$ cat src/rtl/assert_macros.svh
// assertion macros shared by the controller, datapath and top-level rtl files
`ifndef ASSERT_MACROS_SVH
`define ASSERT_MACROS_SVH

// property that must hold at every edge outside reset
`define CHECK_ALWAYS(label, clk, rst, prop, msg) \
   label: assert property (@(posedge clk) disable iff (rst) (prop)) else $error(msg);

// implication checked at every edge, reset included
`define CHECK_IMPLY(label, clk, prop, msg) \
   label: assert property (@(posedge clk) (prop)) else $error(msg);

`endif

$ cat src/rtl/ieu_pkg.sv
// shared types, opcodes and constants of the integer execute unit
package ieu_pkg;

   localparam int DATA_WIDTH_DEFAULT = 32;
   localparam int FIELD_WIDTH = 32;
   localparam int OP_WIDTH = 5;

   // opcodes
   localparam logic [OP_WIDTH-1:0] OP_NOP   = 5'd0;
   localparam logic [OP_WIDTH-1:0] OP_LOAD  = 5'd1;
   localparam logic [OP_WIDTH-1:0] OP_ADD   = 5'd2;
   localparam logic [OP_WIDTH-1:0] OP_SUB   = 5'd3;
   localparam logic [OP_WIDTH-1:0] OP_MUL   = 5'd4;
   localparam logic [OP_WIDTH-1:0] OP_DIV   = 5'd5;
   localparam logic [OP_WIDTH-1:0] OP_MOD   = 5'd6;
   localparam logic [OP_WIDTH-1:0] OP_AND   = 5'd7;
   localparam logic [OP_WIDTH-1:0] OP_OR    = 5'd8;
   localparam logic [OP_WIDTH-1:0] OP_XOR   = 5'd9;
   localparam logic [OP_WIDTH-1:0] OP_SHL   = 5'd10;
   localparam logic [OP_WIDTH-1:0] OP_SHR   = 5'd11;
   localparam logic [OP_WIDTH-1:0] OP_NOT   = 5'd12;
   localparam logic [OP_WIDTH-1:0] OP_SHRA  = 5'd13;
   localparam logic [OP_WIDTH-1:0] OP_COMP  = 5'd14;
   localparam logic [OP_WIDTH-1:0] OP_JUMP  = 5'd15;
   localparam logic [OP_WIDTH-1:0] OP_JNEG  = 5'd16;
   localparam logic [OP_WIDTH-1:0] OP_JZER  = 5'd17;
   localparam logic [OP_WIDTH-1:0] OP_JPOS  = 5'd18;
   localparam logic [OP_WIDTH-1:0] OP_JNNEG = 5'd19;
   localparam logic [OP_WIDTH-1:0] OP_JNZER = 5'd20;
   localparam logic [OP_WIDTH-1:0] OP_JNPOS = 5'd21;
   localparam logic [OP_WIDTH-1:0] OP_JLES  = 5'd22;
   localparam logic [OP_WIDTH-1:0] OP_JEQU  = 5'd23;
   localparam logic [OP_WIDTH-1:0] OP_JGRE  = 5'd24;
   localparam logic [OP_WIDTH-1:0] OP_JNLES = 5'd25;
   localparam logic [OP_WIDTH-1:0] OP_JNEQU = 5'd26;
   localparam logic [OP_WIDTH-1:0] OP_JNGRE = 5'd27;

   // status flags
   typedef struct packed {
      logic zdiv;
      logic ovf;
      logic eq;
      logic lt;
      logic gt;
   } flags_type;

   // controller to datapath
   typedef struct packed {
      logic load;      // capture operands, run simple ops
      logic div_start; // prime the divider
      logic div_step;  // one radix-2 iteration
      logic div_done;  // fix signs and write result
      logic mul_step;  // take the registered product
   } cmd_type;

   // datapath to controller
   typedef struct packed {
      logic is_div;
      logic is_mul;
      logic div_last;
   } stat_type;

   // input transaction
   typedef struct packed {
      logic [OP_WIDTH-1:0]    op;
      logic [FIELD_WIDTH-1:0] alu_a;
      logic [FIELD_WIDTH-1:0] alu_b;
      logic [FIELD_WIDTH-1:0] reg_value;
      logic [FIELD_WIDTH-1:0] second_operand;
   } req_type;

   // result transaction
   typedef struct packed {
      logic [FIELD_WIDTH-1:0] result;
      logic                   write_result;
      logic                   branch_taken;
      logic [FIELD_WIDTH-1:0] branch_target;
      logic                   greater_flag;
      logic                   less_flag;
      logic                   equal_flag;
      logic                   overflow_flag;
      logic                   divide_by_zero_flag;
   } rsp_type;

endpackage

$ cat src/rtl/ieu_if.sv
// valid/ready channel carrying one payload struct
interface ieu_if #(
   parameter type payload_type = logic
);
   logic        valid;
   logic        ready;
   payload_type payload;

   modport source (output valid, output payload, input ready);
   modport sink   (input valid, input payload, output ready);
endinterface

$ cat src/rtl/ieu_ctrl.sv
// controller state machine sequencing the datapath
`include "assert_macros.svh"
module ieu_ctrl #(
   parameter int DATA_WIDTH = ieu_pkg::DATA_WIDTH_DEFAULT
) (
   input  logic             clock,
   input  logic             reset,
   input  logic             req_valid,
   output logic             req_ready,
   output logic             rsp_valid,
   input  logic             rsp_ready,
   input  ieu_pkg::stat_type stat,
   output ieu_pkg::cmd_type  cmd
);
   import ieu_pkg::*;

   typedef enum logic [4:0] {
      ST_IDLE = 5'b00001,
      ST_MUL  = 5'b00010,
      ST_DIV  = 5'b00100,
      ST_FIX  = 5'b01000,
      ST_OUT  = 5'b10000
   } state_type;

   state_type state_ff, state_in;

   // next state and commands
   always_comb begin
      state_in = state_ff;
      cmd = '0;
      req_ready = 1'b0;
      rsp_valid = 1'b0;
      case (state_ff)
         ST_IDLE: begin
            req_ready = 1'b1;
            if (req_valid) begin
               cmd.load = 1'b1;
               state_in = ST_OUT;
            end
         end
         ST_MUL: begin
            cmd.mul_step = 1'b1;
            state_in = ST_OUT;
         end
         ST_DIV: begin
            cmd.div_step = 1'b1;
            if (stat.div_last) state_in = ST_FIX;
         end
         ST_FIX: begin
            cmd.div_done = 1'b1;
            state_in = ST_OUT;
         end
         ST_OUT: begin
            // first cycle after load may redirect to a multi-cycle op
            if (stat.is_div) begin
               cmd.div_start = 1'b1;
               state_in = ST_DIV;
            end else if (stat.is_mul) begin
               state_in = ST_MUL;
            end else begin
               rsp_valid = 1'b1;
               if (rsp_ready) state_in = ST_IDLE;
            end
         end
         default: state_in = ST_IDLE;
      endcase
   end

   always_ff @(posedge clock) begin
      if (reset) state_ff <= ST_IDLE;
      else       state_ff <= state_in;
   end

   `CHECK_ALWAYS(a_state_onehot, clock, reset, $onehot(state_ff), "state not one-hot")
   `CHECK_ALWAYS(a_no_overlap, clock, reset, !(req_ready && rsp_valid), "ready while holding result")
   `CHECK_ALWAYS(a_div_exit, clock, reset,
      (state_ff == ST_FIX) |-> $past(state_ff == ST_DIV), "fix without divide")

endmodule

$ cat src/rtl/ieu_dp.sv
// datapath: operand registers, simple ops, multiplier and radix-2 divider
`include "assert_macros.svh"
module ieu_dp #(
   parameter int DATA_WIDTH = ieu_pkg::DATA_WIDTH_DEFAULT
) (
   input  logic              clock,
   input  logic              reset,
   input  ieu_pkg::cmd_type  cmd,
   input  ieu_pkg::req_type  req,
   output ieu_pkg::stat_type stat,
   output ieu_pkg::rsp_type  rsp
);
   import ieu_pkg::*;

   localparam int W = DATA_WIDTH;
   localparam int CW = $clog2(W + 1);
   localparam logic [W-1:0] SMIN = {1'b1, {(W-1){1'b0}}};
   localparam logic [W-1:0] SMAX = {1'b0, {(W-1){1'b1}}};

   // operand and control registers
   logic [OP_WIDTH-1:0] op_ff;
   logic [W-1:0] a_ff, b_ff;
   logic [W-1:0] res_ff, res_in;
   logic wr_ff, wr_in, jmp_ff, jmp_in;
   logic [W-1:0] tgt_ff, tgt_in;
   flags_type flags_ff, flags_in;
   logic is_div_ff, is_div_in, is_mul_ff, is_mul_in;
   logic [2*W-1:0] prod_ff;
   logic mul_ovf_ff;
   logic [W-1:0] quo_ff, rem_ff, dvs_ff;
   logic [CW-1:0] cnt_ff;

   // operands sign-extended or cut to the working width
   logic [W-1:0] a, b, r, s;
   assign a = W'($signed(req.alu_a));
   assign b = W'($signed(req.alu_b));
   assign r = W'($signed(req.reg_value));
   assign s = W'($signed(req.second_operand));

   logic [W-1:0] sum, dif, sra;
   logic big_s, big_b;
   assign sum = a + b;
   assign dif = a - b;
   assign big_s = (s >= W'(W));
   assign big_b = (b >= W'(W));
   assign sra = $unsigned($signed(r) >>> s[CW-1:0]);

   // simple operations and flags at load, then the multiply and divide results and their overflow
   always_comb begin
      res_in = res_ff;
      wr_in = wr_ff;
      jmp_in = jmp_ff;
      tgt_in = tgt_ff;
      flags_in = flags_ff;
      is_div_in = 1'b0;
      is_mul_in = 1'b0;
      if (cmd.load) begin
         res_in = '0;
         wr_in = 1'b0;
         jmp_in = 1'b0;
         case (req.op)
            OP_LOAD: begin res_in = s; wr_in = 1'b1; end
            OP_ADD: begin
               res_in = sum; wr_in = 1'b1;
               if (a[W-1] == b[W-1] && sum[W-1] != a[W-1]) flags_in.ovf = 1'b1;
            end
            OP_SUB: begin
               res_in = dif; wr_in = 1'b1;
               if (a[W-1] != b[W-1] && dif[W-1] != a[W-1]) flags_in.ovf = 1'b1;
            end
            OP_MUL: is_mul_in = 1'b1;
            OP_DIV, OP_MOD: begin
               if (b == '0) flags_in.zdiv = 1'b1;
               else is_div_in = 1'b1;
            end
            OP_AND: begin res_in = a & b; wr_in = 1'b1; end
            OP_OR:  begin res_in = a | b; wr_in = 1'b1; end
            OP_XOR: begin res_in = a ^ b; wr_in = 1'b1; end
            OP_SHL: begin
               res_in = big_b ? '0 : (a << b[CW-1:0]); wr_in = 1'b1;
            end
            OP_SHR: begin
               res_in = big_s ? '0 : (r >> s[CW-1:0]); wr_in = 1'b1;
            end
            OP_NOT: begin res_in = ~a; wr_in = 1'b1; end
            OP_SHRA: begin
               res_in = big_s ? {W{r[W-1]}} : sra; wr_in = 1'b1;
            end
            OP_COMP: begin
               flags_in.gt = $signed(a) > $signed(b);
               flags_in.lt = $signed(a) < $signed(b);
               flags_in.eq = (a == b);
            end
            OP_JUMP:  jmp_in = 1'b1;
            OP_JNEG:  jmp_in = r[W-1];
            OP_JZER:  jmp_in = (r == '0);
            OP_JPOS:  jmp_in = !r[W-1] && r != '0;
            OP_JNNEG: jmp_in = !r[W-1];
            OP_JNZER: jmp_in = (r != '0);
            OP_JNPOS: jmp_in = r[W-1] || r == '0;
            OP_JLES:  jmp_in = flags_ff.lt;
            OP_JEQU:  jmp_in = flags_ff.eq;
            OP_JGRE:  jmp_in = flags_ff.gt;
            OP_JNLES: jmp_in = !flags_ff.lt;
            OP_JNEQU: jmp_in = !flags_ff.eq;
            OP_JNGRE: jmp_in = !flags_ff.gt;
            default: ;
         endcase
         tgt_in = jmp_in ? s : '0;
      end else if (cmd.mul_step) begin
         res_in = prod_ff[W-1:0];
         wr_in = 1'b1;
         if (mul_ovf_ff) flags_in.ovf = 1'b1;
      end else if (cmd.div_done) begin
         wr_in = 1'b1;
         if (op_ff == OP_DIV) begin
            if (a_ff[W-1] != b_ff[W-1]) res_in = -quo_ff;
            else begin
               res_in = quo_ff;
               if (quo_ff > SMAX) flags_in.ovf = 1'b1;
            end
         end else begin
            res_in = a_ff[W-1] ? -rem_ff : rem_ff;
         end
      end
   end

   // signed product and magnitude product for the overflow test; product and overflow test are registered at load
   logic [2*W-1:0] prod_in;
   logic [W-1:0] ma_c, mb_c;
   assign prod_in = $unsigned($signed(a) * $signed(b));
   assign ma_c = a[W-1] ? -a : a;
   assign mb_c = b[W-1] ? -b : b;
   logic [2*W-1:0] mag_prod;
   logic mag_neg;
   assign mag_prod = {{W{1'b0}}, ma_c} * {{W{1'b0}}, mb_c};
   assign mag_neg = a[W-1] != b[W-1];

   // divider registers
   logic [W-1:0] ma_ff;
   logic [W:0]   trial;
   logic [W-1:0] rem_sh;
   assign rem_sh = {rem_ff[W-2:0], ma_ff[W-1]};
   assign trial = {1'b0, rem_sh} - {1'b0, dvs_ff};

   always_ff @(posedge clock) begin
      if (reset) begin
         flags_ff <= '0;
         wr_ff <= 1'b0;
         jmp_ff <= 1'b0;
         is_div_ff <= 1'b0;
         is_mul_ff <= 1'b0;
         cnt_ff <= '0;
      end else begin
         flags_ff <= flags_in;
         wr_ff <= wr_in;
         jmp_ff <= jmp_in;
         is_div_ff <= is_div_in;
         is_mul_ff <= is_mul_in;
         if (cmd.div_start) cnt_ff <= CW'(W);
         else if (cmd.div_step) cnt_ff <= cnt_ff - 1'b1;
      end
      res_ff <= res_in;
      tgt_ff <= tgt_in;
      if (cmd.load) begin
         op_ff <= req.op;
         a_ff <= a;
         b_ff <= b;
         prod_ff <= prod_in;
         // magnitude product exceeds the signed limit
         mul_ovf_ff <= mag_neg ? (mag_prod > {{W{1'b0}}, SMIN})
                               : (mag_prod > {{W{1'b0}}, SMAX});
         ma_ff <= ma_c;
         dvs_ff <= mb_c;
      end
      if (cmd.div_start) begin
         quo_ff <= '0;
         rem_ff <= '0;
      end else if (cmd.div_step) begin
         ma_ff <= {ma_ff[W-2:0], 1'b0};
         if (!trial[W]) begin
            rem_ff <= trial[W-1:0];
            quo_ff <= {quo_ff[W-2:0], 1'b1};
         end else begin
            rem_ff <= rem_sh;
            quo_ff <= {quo_ff[W-2:0], 1'b0};
         end
      end
   end

   assign stat.is_div = is_div_ff;
   assign stat.is_mul = is_mul_ff;
   assign stat.div_last = (cnt_ff == CW'(1));

   // widen to the field width
   always_comb begin
      rsp.result = FIELD_WIDTH'($signed(res_ff));
      rsp.write_result = wr_ff;
      rsp.branch_taken = jmp_ff;
      rsp.branch_target = FIELD_WIDTH'($signed(tgt_ff));
      rsp.greater_flag = flags_ff.gt;
      rsp.less_flag = flags_ff.lt;
      rsp.equal_flag = flags_ff.eq;
      rsp.overflow_flag = flags_ff.ovf;
      rsp.divide_by_zero_flag = flags_ff.zdiv;
   end

   `CHECK_ALWAYS(a_cmp_onehot, clock, reset,
      $past(cmd.load && req.op == OP_COMP) |-> $onehot({flags_ff.gt, flags_ff.lt, flags_ff.eq}),
      "compare flags not one-hot")
   `CHECK_ALWAYS(a_ovf_sticky, clock, reset, $past(flags_ff.ovf) |-> flags_ff.ovf,
      "overflow flag cleared")
   `CHECK_ALWAYS(a_zdiv_sticky, clock, reset, $past(flags_ff.zdiv) |-> flags_ff.zdiv,
      "divide-by-zero flag cleared")

endmodule

$ cat src/rtl/integer_execute_unit_with_flags.sv
// top level of the integer execute unit with status flags
//
//  channel  dir  handshake        payload
//  req      in   valid / ready    op, alu_a, alu_b, reg_value, second_operand
//  rsp      out  valid / ready    result, flags, branch fields
//
// most instructions: accept, then result held in output registers
// mul: product and overflow test are registered at accept, then taken as result
// div and mod: run the radix-2 divider iterations, then fix the signs
// a zero divisor skips the divider and sets the divide-by-zero flag
// one transaction at a time; a stalled result holds until taken
// synchronous reset clears state and all five status flags
`include "assert_macros.svh"
module integer_execute_unit_with_flags #(
   parameter int DATA_WIDTH = ieu_pkg::DATA_WIDTH_DEFAULT
) (
   input logic clock,
   input logic reset,
   ieu_if.sink   req,
   ieu_if.source rsp
);
   import ieu_pkg::*;

   cmd_type  cmd;
   stat_type stat;

   ieu_ctrl #(.DATA_WIDTH(DATA_WIDTH)) u_ctrl (
      .clock     (clock),
      .reset     (reset),
      .req_valid (req.valid),
      .req_ready (req.ready),
      .rsp_valid (rsp.valid),
      .rsp_ready (rsp.ready),
      .stat      (stat),
      .cmd       (cmd)
   );

   ieu_dp #(.DATA_WIDTH(DATA_WIDTH)) u_dp (
      .clock (clock),
      .reset (reset),
      .cmd   (cmd),
      .req   (req.payload),
      .stat  (stat),
      .rsp   (rsp.payload)
   );

endmodule

$ cat src/flat_wrapper.sv
// flat-port wrapper written by rule: the top's interface ports become plain ports
module integer_execute_unit_with_flags_flat import ieu_pkg::*;
#(
   parameter int DATA_WIDTH = ieu_pkg::DATA_WIDTH_DEFAULT
)
  (clock, reset, req_valid, req_payload, req_ready, rsp_valid, rsp_payload, rsp_ready);
  ieu_if #(.payload_type(req_type)) req_i ();
  ieu_if #(.payload_type(rsp_type)) rsp_i ();
  input logic clock;
  input logic reset;
  input wire logic [$bits(req_i.valid)-1:0] req_valid;
  input wire logic [$bits(req_i.payload)-1:0] req_payload;
  output wire logic [$bits(req_i.ready)-1:0] req_ready;
  output wire logic [$bits(rsp_i.valid)-1:0] rsp_valid;
  output wire logic [$bits(rsp_i.payload)-1:0] rsp_payload;
  input wire logic [$bits(rsp_i.ready)-1:0] rsp_ready;
  assign req_i.valid = req_valid;
  assign req_i.payload = req_payload;
  assign req_ready = req_i.ready;
  assign rsp_valid = rsp_i.valid;
  assign rsp_payload = rsp_i.payload;
  assign rsp_i.ready = rsp_ready;
  integer_execute_unit_with_flags #(.DATA_WIDTH(DATA_WIDTH)) u_core (.clock(clock), .reset(reset), .req(req_i), .rsp(rsp_i));
endmodule
$ cat config.mk
export PLATFORM = sky130hd
export DESIGN_NAME = integer_execute_unit_with_flags_flat
export DESIGN_NICKNAME = d
export VERILOG_FILES = /design/src/rtl/ieu_pkg.sv /design/src/rtl/ieu_if.sv /design/src/rtl/ieu_ctrl.sv /design/src/rtl/ieu_dp.sv /design/src/rtl/integer_execute_unit_with_flags.sv /design/src/flat_wrapper.sv
export VERILOG_INCLUDE_DIRS = /design/src /design/src/rtl
export SDC_FILE = /design/constraint.sdc
export NUM_CORES = 2
export LEC_CHECK = 0
export BUFFER_PORTS_ARGS = -buffer_cell sky130_fd_sc_hd__buf_4
export CAP_MARGIN = 20
export CORE_MARGIN = 8
export CORE_UTILIZATION = 30
export CTS_CLUSTER_SIZE = 40
export DETAILED_ROUTE_END_ITERATION = 7
export GPL_ROUTABILITY_DRIVEN = 0
export GPL_TIMING_DRIVEN = 0
export PLACE_DENSITY = 0.47
export SLEW_MARGIN = 15
export SYNTH_ARGS = -nofsm -noshare
export SYNTH_HDL_FRONTEND = slang
export SYNTH_SLANG_ARGS = --single-unit
$ cat constraint.sdc
create_clock -name clock -period 13.6 [get_ports clock]
set_clock_uncertainty 0.05 [all_clocks]
set_input_delay 1.36 -clock clock [delete_from_list [all_inputs] [get_ports clock]]
set_output_delay 1.36 -clock clock [all_outputs]
set_load 0.1 [all_outputs]
## Word level (Yosys, flattened, before mapping)

Cells that the tools add are included.

- Input bits: 137
- Word-level logic and storage cells: 177
- Output and inout bits: 73
- Register bits after elaboration: 314

- Equal/unequal tests: 48
- Muxes and demuxes: 55
- Multipliers: 2
- $add $sub $neg: 8
- Bitwise logic cells: 6
- Reductions and logical operators: 25
- Shifts and indexed selects: 3
- Magnitude comparators: 7

Operator list:

| operator | count |
|---|---|
| 2-to-1 mux 32 bit | 15 |
| case mux 32 bit (10 select lines) | 1 |
| negator 32 bit | 4 |
| == test 5 bit, second input constant | 13 |
| greater-or-equal comparator 32 x 6 -> 1 bit, second input constant | 2 |
| greater-than comparator 64 x 31 -> 1 bit, second input constant | 1 |
| greater-than comparator 64 x 32 -> 1 bit, second input constant | 1 |
| zero test 32 bit | 2 |
| multiplier 32 x 32 -> 64 bit | 1 |
| == test 5 x 4 -> 1 bit, second input constant | 9 |
| subtractor 32 x 32 -> 33 bit | 1 |
| adder 32 bit | 1 |
| bitwise AND 32 bit | 1 |
| == test 32 bit | 1 |
| greater-than comparator 32 x 31 -> 1 bit, second input constant | 1 |
| greater-than comparator 32 bit | 1 |
| < comparator 32 bit | 1 |
| multiplier 32 x 32 -> 32 bit | 1 |
| NOT 32 bit | 1 |
| OR 32 bit | 1 |
| nonzero test 32 bit | 1 |
| left shift 32 x 6 -> 32 bit | 1 |
| right shift 32 x 6 -> 32 bit | 1 |
| >>> shifter 32 x 6 -> 32 bit | 1 |
| 33 further kinds | 91 |

## Logic depth before layout (Yosys ltp)

- Depth in word-level cells: 7
- Gate-level depth with buffers: 42
- Mapped depth without buffers: 36

## Hierarchy

From an unflattened synthesis, not the netlist that was laid out.

- Cells, all modules: 8675
- Area total of the unflattened synthesis: 71660.0 µm²

By module, submodules not included:

| module | seq. area each (µm²) | area an instance (µm²) | instances | cells each |
|---|---|---|---|---|
| ieu_dp | 6306.0 | 71260.8 | 1 | 8630 |
| ieu_ctrl | 100.1 | 399.1 | 1 | 45 |

## Least setup slack after synthesis

OpenSTA, ideal clock, no wires.

- Path kind: input to register
- Start point: input port req_payload[64]
- End point: register u_core.u_dp.mul_ovf_ff (data pin)
- Slack: 2.231 ns
- Arrival: 11.048 ns
- Required time: 13.279 ns
- Cell stages on the path: 37
- Path buffers: 5
- Setup time: 0.271 ns
- Path through: clkbuf_1 inv_1 buf_1 clkbuf_1 buf_1 ha_1 and3_1 nand3_1 or2_2 o31ai_1 xnor2_1 clkbuf_1 nor2_1 fa_1 fa_1 inv_1 fa_1 fa_1 inv_1 fa_1 fa_1 fa_1 inv_1 fa_1 inv_1 ha_1 a21oi_1 a21oi_1 a211o_1 or3b_1 a211oi_2 nor2_1 a211o_1 a21oi_2 mux2i_1 nor4_1 nand4_1

- Word-level cells in the longest chain between the ends: 5
- Elaborated cells between the ends (all ways): 6
- Those cells by class: add/sub (1); mul (1); order compare (2); mux (2)

Ends and longest elaborated chain:

| what | line | text |
|---|---|---|
| from (decl) | flat_wrapper.sv:12 | `input wire logic [$bits(req_i.payload)-1:0] req_payload;` |
| negator 32 bit | ieu_dp.sv:133 | `assign mb_c = b[W-1] ? -b : b;` |
| 2-to-1 mux 32 bit (*) | ieu_dp.sv:133 |  |
| multiplier 32 x 32 -> 64 bit (*) | ieu_dp.sv:136 | `assign mag_prod = {{W{1'b0}}, ma_c} * {{W{1'b0}}, mb_c};` |
| greater-than comparator 64 x 31 -> 1 bit / greater-than comparator 64 x 32 -> 1 bit (equally long branches) | ieu_dp.sv:172, ieu_dp.sv:171 |  |
| 2-to-1 mux 1 bit (*) | ieu_dp.sv:171 | `mul_ovf_ff <= mag_neg ? (mag_prod > {{W{1'b0}}, SMIN})` |
| to (signal assigned) | ieu_dp.sv:171 |  |
| to (decl) | ieu_dp.sv:29 | `logic mul_ovf_ff;` |

Mark *: on every way between the ends. The rest lies on a longest branch, timed or not.
A chain may end at the register's enable or synchronous reset.

## Worst setup path after layout

- Start point: input port req_payload[96]
- End point: register u_core.u_dp.mul_ovf_ff (data pin)

- Word-level cells in the longest chain between the ends: 5
- Elaborated cells between the ends (all ways): 6
- Those cells by class: add/sub (1); mul (1); order compare (2); mux (2)

Ends and longest elaborated chain:

| what | line | text |
|---|---|---|
| negator 32 bit | ieu_dp.sv:132 | `assign ma_c = a[W-1] ? -a : a;` |
| 2-to-1 mux 32 bit (*) | ieu_dp.sv:132 |  |
| multiplier 32 x 32 -> 64 bit (*) | ieu_dp.sv:136 |  |
| greater-than comparator 64 x 31 -> 1 bit / greater-than comparator 64 x 32 -> 1 bit (equally long branches) | ieu_dp.sv:172, ieu_dp.sv:171 |  |
| 2-to-1 mux 1 bit (*) | ieu_dp.sv:171 |  |

Marks and branches as above.

==> results.py <==
metrics = {
    "die": {
        "fp.coreArea_sq_mm": 0.2396,
        "start_util_pct": 30.08,
        "die_w_um": 506.1,
        "ios": 210,
        "num_rows": 180,
        "die-area_sq_mm": 0.2562,
        "fp.dieH_um": 506.1,
    },
    "sta": {
        "final_hold_viol_count": 0,
        "finalCriticalPeriod_ns": 13.47,
        "setup_slack_ns": 0.1333,
        "timing.setup.tns_ns": 0,
        "fmax_mhz": 74.26,
        "slew_headroom_pct": 14.49,
        "slew_violations": 0,
        "setup_violations": 0,
        "fin_crit_sh_pct": 99.02,
        "tightest_slew_ns": 1.283,
    },
    "critical_path": {
        "setup.worst_path.start_class": "primary input",
        "startpoint": "req_payload[96]",
        "r2r-end": "u_core.u_dp.res_ff[26]",
        "critPathRequiredTime_ns": 13.69,
        "rrSetupSlack_ns": 9.09,
        "cp_max_fo": 12,
        "cp.depth": 39,
        "reg2reg_depth": 11,
        "cpMostUsedCell": "fa_1",
        "slowest_stage": "or4_1",
        "crit_arrival_ns": 13.56,
        "cp_num_buf_inv": 11,
        "endpoint": "u_core.u_dp.mul_ovf_ff",
        "max_stage_delay_ns": 0.63,
        "cp-end-kind": "register",
        "r2r_start": "u_core.u_dp.quo_ff[2]",
        "worstSetupPathType": "in2reg",
        "cp_top_family": "adder cells",
    },
    "flow_run": {
        "maxCapViolations": 0,
    },
    "finish": {
        "final_util_pct": 33.35,
        "n_fill_cell": 25521,
        "nets": 10963,
        "syn2layout_area_growth_pct": 10.88,
        "drive_above_1_share_pct": 6.492,
        "stdcell_count": 12191,
    },
    "clocking": {
        "cts_inserted_buffers": 31,
        "clkTransAtPathRegs_ns": 0.06,
        "cts-htree-levels": 1,
        "insertion_delay_ns": 0.60,
        "tritoncts": "done",
        "ctsLongestPathBuffers": 3,
        "clkSinkCount": 252,
        "holdBufCountCts": 0,
        "root_buffer": "clkbuf_16",
    },
    "routing": {
        "viasPerCell": 5.394,
        "ant_nets": 0,
        "dr.pass1.iters": 8,
        "drt-total-wl_um": 330600,
        "drc": 20,
        "first_iter_violations": 7545,
        "num_vias": 65763,
        "post_drt_wl_per_cell_um": 27.12,
    },
    "synth": {
        "synthesis.area_sq_mm": 0.07207,
        "yosys-top-cells-area": "fa_1, ha_1, inv_1",
        "synth_top_cell_by_area": "fa_1",
        "synth_top_area_share_pct": 36.30,
        "synth_edf_count": 136,
        "synth_fp_nets": 10681,
        "synthCells": 8689,
        "ys_warn_count": 0,
        "ys_seq_area_share_pct": 8.889,
        "synth_seq_cells": 252,
        "syn_area_per_cell_sq_um": 8.294,
        "synthFlopType": "edfxtp_1",
        "synth_cell_types": 115,
        "synthArstFlopShare_pct": 0,
    },
    "place": {
        "place_hpwl_um": 281100,
        "dp_cells": 12121,
        "pre_cts_ws_ns": -2.545,
        "io_buffers": 204,
    },
    "grt": {
        "grt_pass1_vias": 67205,
        "antenna_found_initial": 22,
        "grt_max_degree": 58,
        "grt_usage_pct": 25.26,
        "grt-ovfl-total": 0,
        "grt_pass1_wl_um": 479100,
    },
    "run_status": {
        "status": "finished with violations",
        "violations": "DRC",
    },
    "min_path": {
        "min_path_type": "reg2reg",
    },
}
[routing by layer]
metal	global-route usage, %	up-vias	part of all wire, %
met2	37.67	3729	42
met3	6.640	842	10
li1	-	28090	-
met5	0	-	0.022
met1	33.34	33092	40
met4	13.81	10	7.1
[synth_stat cells (all sizes together), types with 116 or more instances]
master and count:
inv 1569, fa 1307, nand2 1247, nor2 987
ha 548, clkbuf 395, a21oi 308, o21ai 264
xnor2 230, nand3 166, edfxtp 136, mux2i 118
dfxtp 116
[state kept, by name, summed over array words and instances, names as in the netlist, 5 cells and up]
signal,count
u_core.u_ctrl.state_ff,5
u_core.u_dp.rsp,5
u_core.u_dp.prod_ff,32
u_core.u_dp.tgt_ff,32
u_core.u_dp.res_ff,32
u_core.u_dp.quo_ff,32
u_core.u_dp.dvs_ff,31
u_core.u_dp.op_ff,5
u_core.u_dp.rem_ff,32
u_core.u_dp.cnt_ff,6
u_core.u_dp.ma_ff,32
[worst min path at each step]
stage                               start                   endpoint  slack, ns  cells past startpoint
floorplan           u_core.u_dp.is_mul_ff  u_core.u_ctrl.state_ff[1]       0.37                      2
global placement    u_core.u_dp.ma_ff[22]      u_core.u_dp.ma_ff[23]       0.38                      2
detailed placement  u_core.u_dp.is_mul_ff  u_core.u_ctrl.state_ff[1]       0.38                      2
CTS                 u_core.u_dp.is_mul_ff  u_core.u_ctrl.state_ff[1]       0.39                      2
global route        u_core.u_dp.ma_ff[29]      u_core.u_dp.ma_ff[30]       0.41                      2
finish              u_core.u_dp.is_mul_ff  u_core.u_ctrl.state_ff[1]       0.39                      2
[metrics by stage]
stage          instance area, sq um  hold WS, ns
2_1_floorplan                 72070       0.3653
3_3_place_gp                  77590       0.3841
3_5_place_dp                  78430       0.3794
4_1_cts                       79710       0.3942
5_1_grt                       79900       0.4103
6_report                      79910       0.3913
[timing repair]
item	in CTS	in global routing
gates resized for setup	52	48
gates cloned	0	0
pin swaps	4	3
setup endpoints to repair	1	1
buffers inserted	6	2
[cells in the final DEF (no fill, tap or decap), types with 34 or more instances in the layout]
| master | netlist | final |
|---|---|---|
| inv_1 | 1558 | 1556 |
| fa_1 | 1307 | 1307 |
| nand2_1 | 1247 | 1247 |
| nor2_1 | 987 | 987 |
| ha_1 | 548 | 548 |
| clkbuf_1 | 393 | 348 |
| a21oi_1 | 306 | 305 |
| o21ai_0 | 239 | 237 |
| buf_4 | 7 | 225 |
| xnor2_1 | 228 | 182 |
| nand3_1 | 166 | 166 |
| edfxtp_1 | 136 | 136 |
| mux2i_1 | 118 | 118 |
| dfxtp_1 | 116 | 116 |
| a211oi_1 | 92 | 91 |
| nor3_1 | 77 | 75 |
| and2_1 | 66 | 66 |
| xor2_1 | 59 | 59 |
| buf_1 | 62 | 58 |
| a21o_1 | 48 | 48 |
| nor4_1 | 50 | 47 |
| xnor2_2 | 2 | 46 |
| o22ai_1 | 42 | 42 |
| clkbuf_2 | 2 | 40 |
| nand2b_1 | 40 | 40 |
| o31ai_1 | 41 | 40 |
| nor2b_1 | 39 | 39 |
| a31oi_1 | 38 | 37 |
| nand4_1 | 34 | 34 |
[tightest hold or removal path, stage by stage (launching register included)]
cell and delay [ns]:
dfxtp_1 0.31, inv_1 0.05, nor4_1 0.04
[cell families (layout without fill, tap and decap cells)]
family,count (synthesis),in the layout,share of synthesized area [%]
fa+ha+maj,1855,1855,45.82
simple gates,2850,2850,16.88
compound gates,1197,1197,11.07
flops,252,252,8.889
buf+inv,2083,2390,10.95
other cells,0,10,0
mux,163,163,2.858
xor+xnor,289,289,3.533
[final cells by class]
cell class | instances | area, sq um | share of cell area [%]
tap | 3185 | 3985 | 4.987
inverter | 1600 | 6023 | 7.537
antenna | 10 | 25.02 | 0.03131
timing repair buffer | 260 | 2231 | 2.792
clock buffer | 44 | 908.4 | 1.137
multi-input combinational | 6354 | 58240 | 72.89
buffer | 472 | 1919 | 2.402
clock inverter | 14 | 170.2 | 0.2129
sequential | 252 | 6406 | 8.016
Power is not shown: default switching activity piles up to over one toggle a cycle in this logic, so the estimate is an artifact.
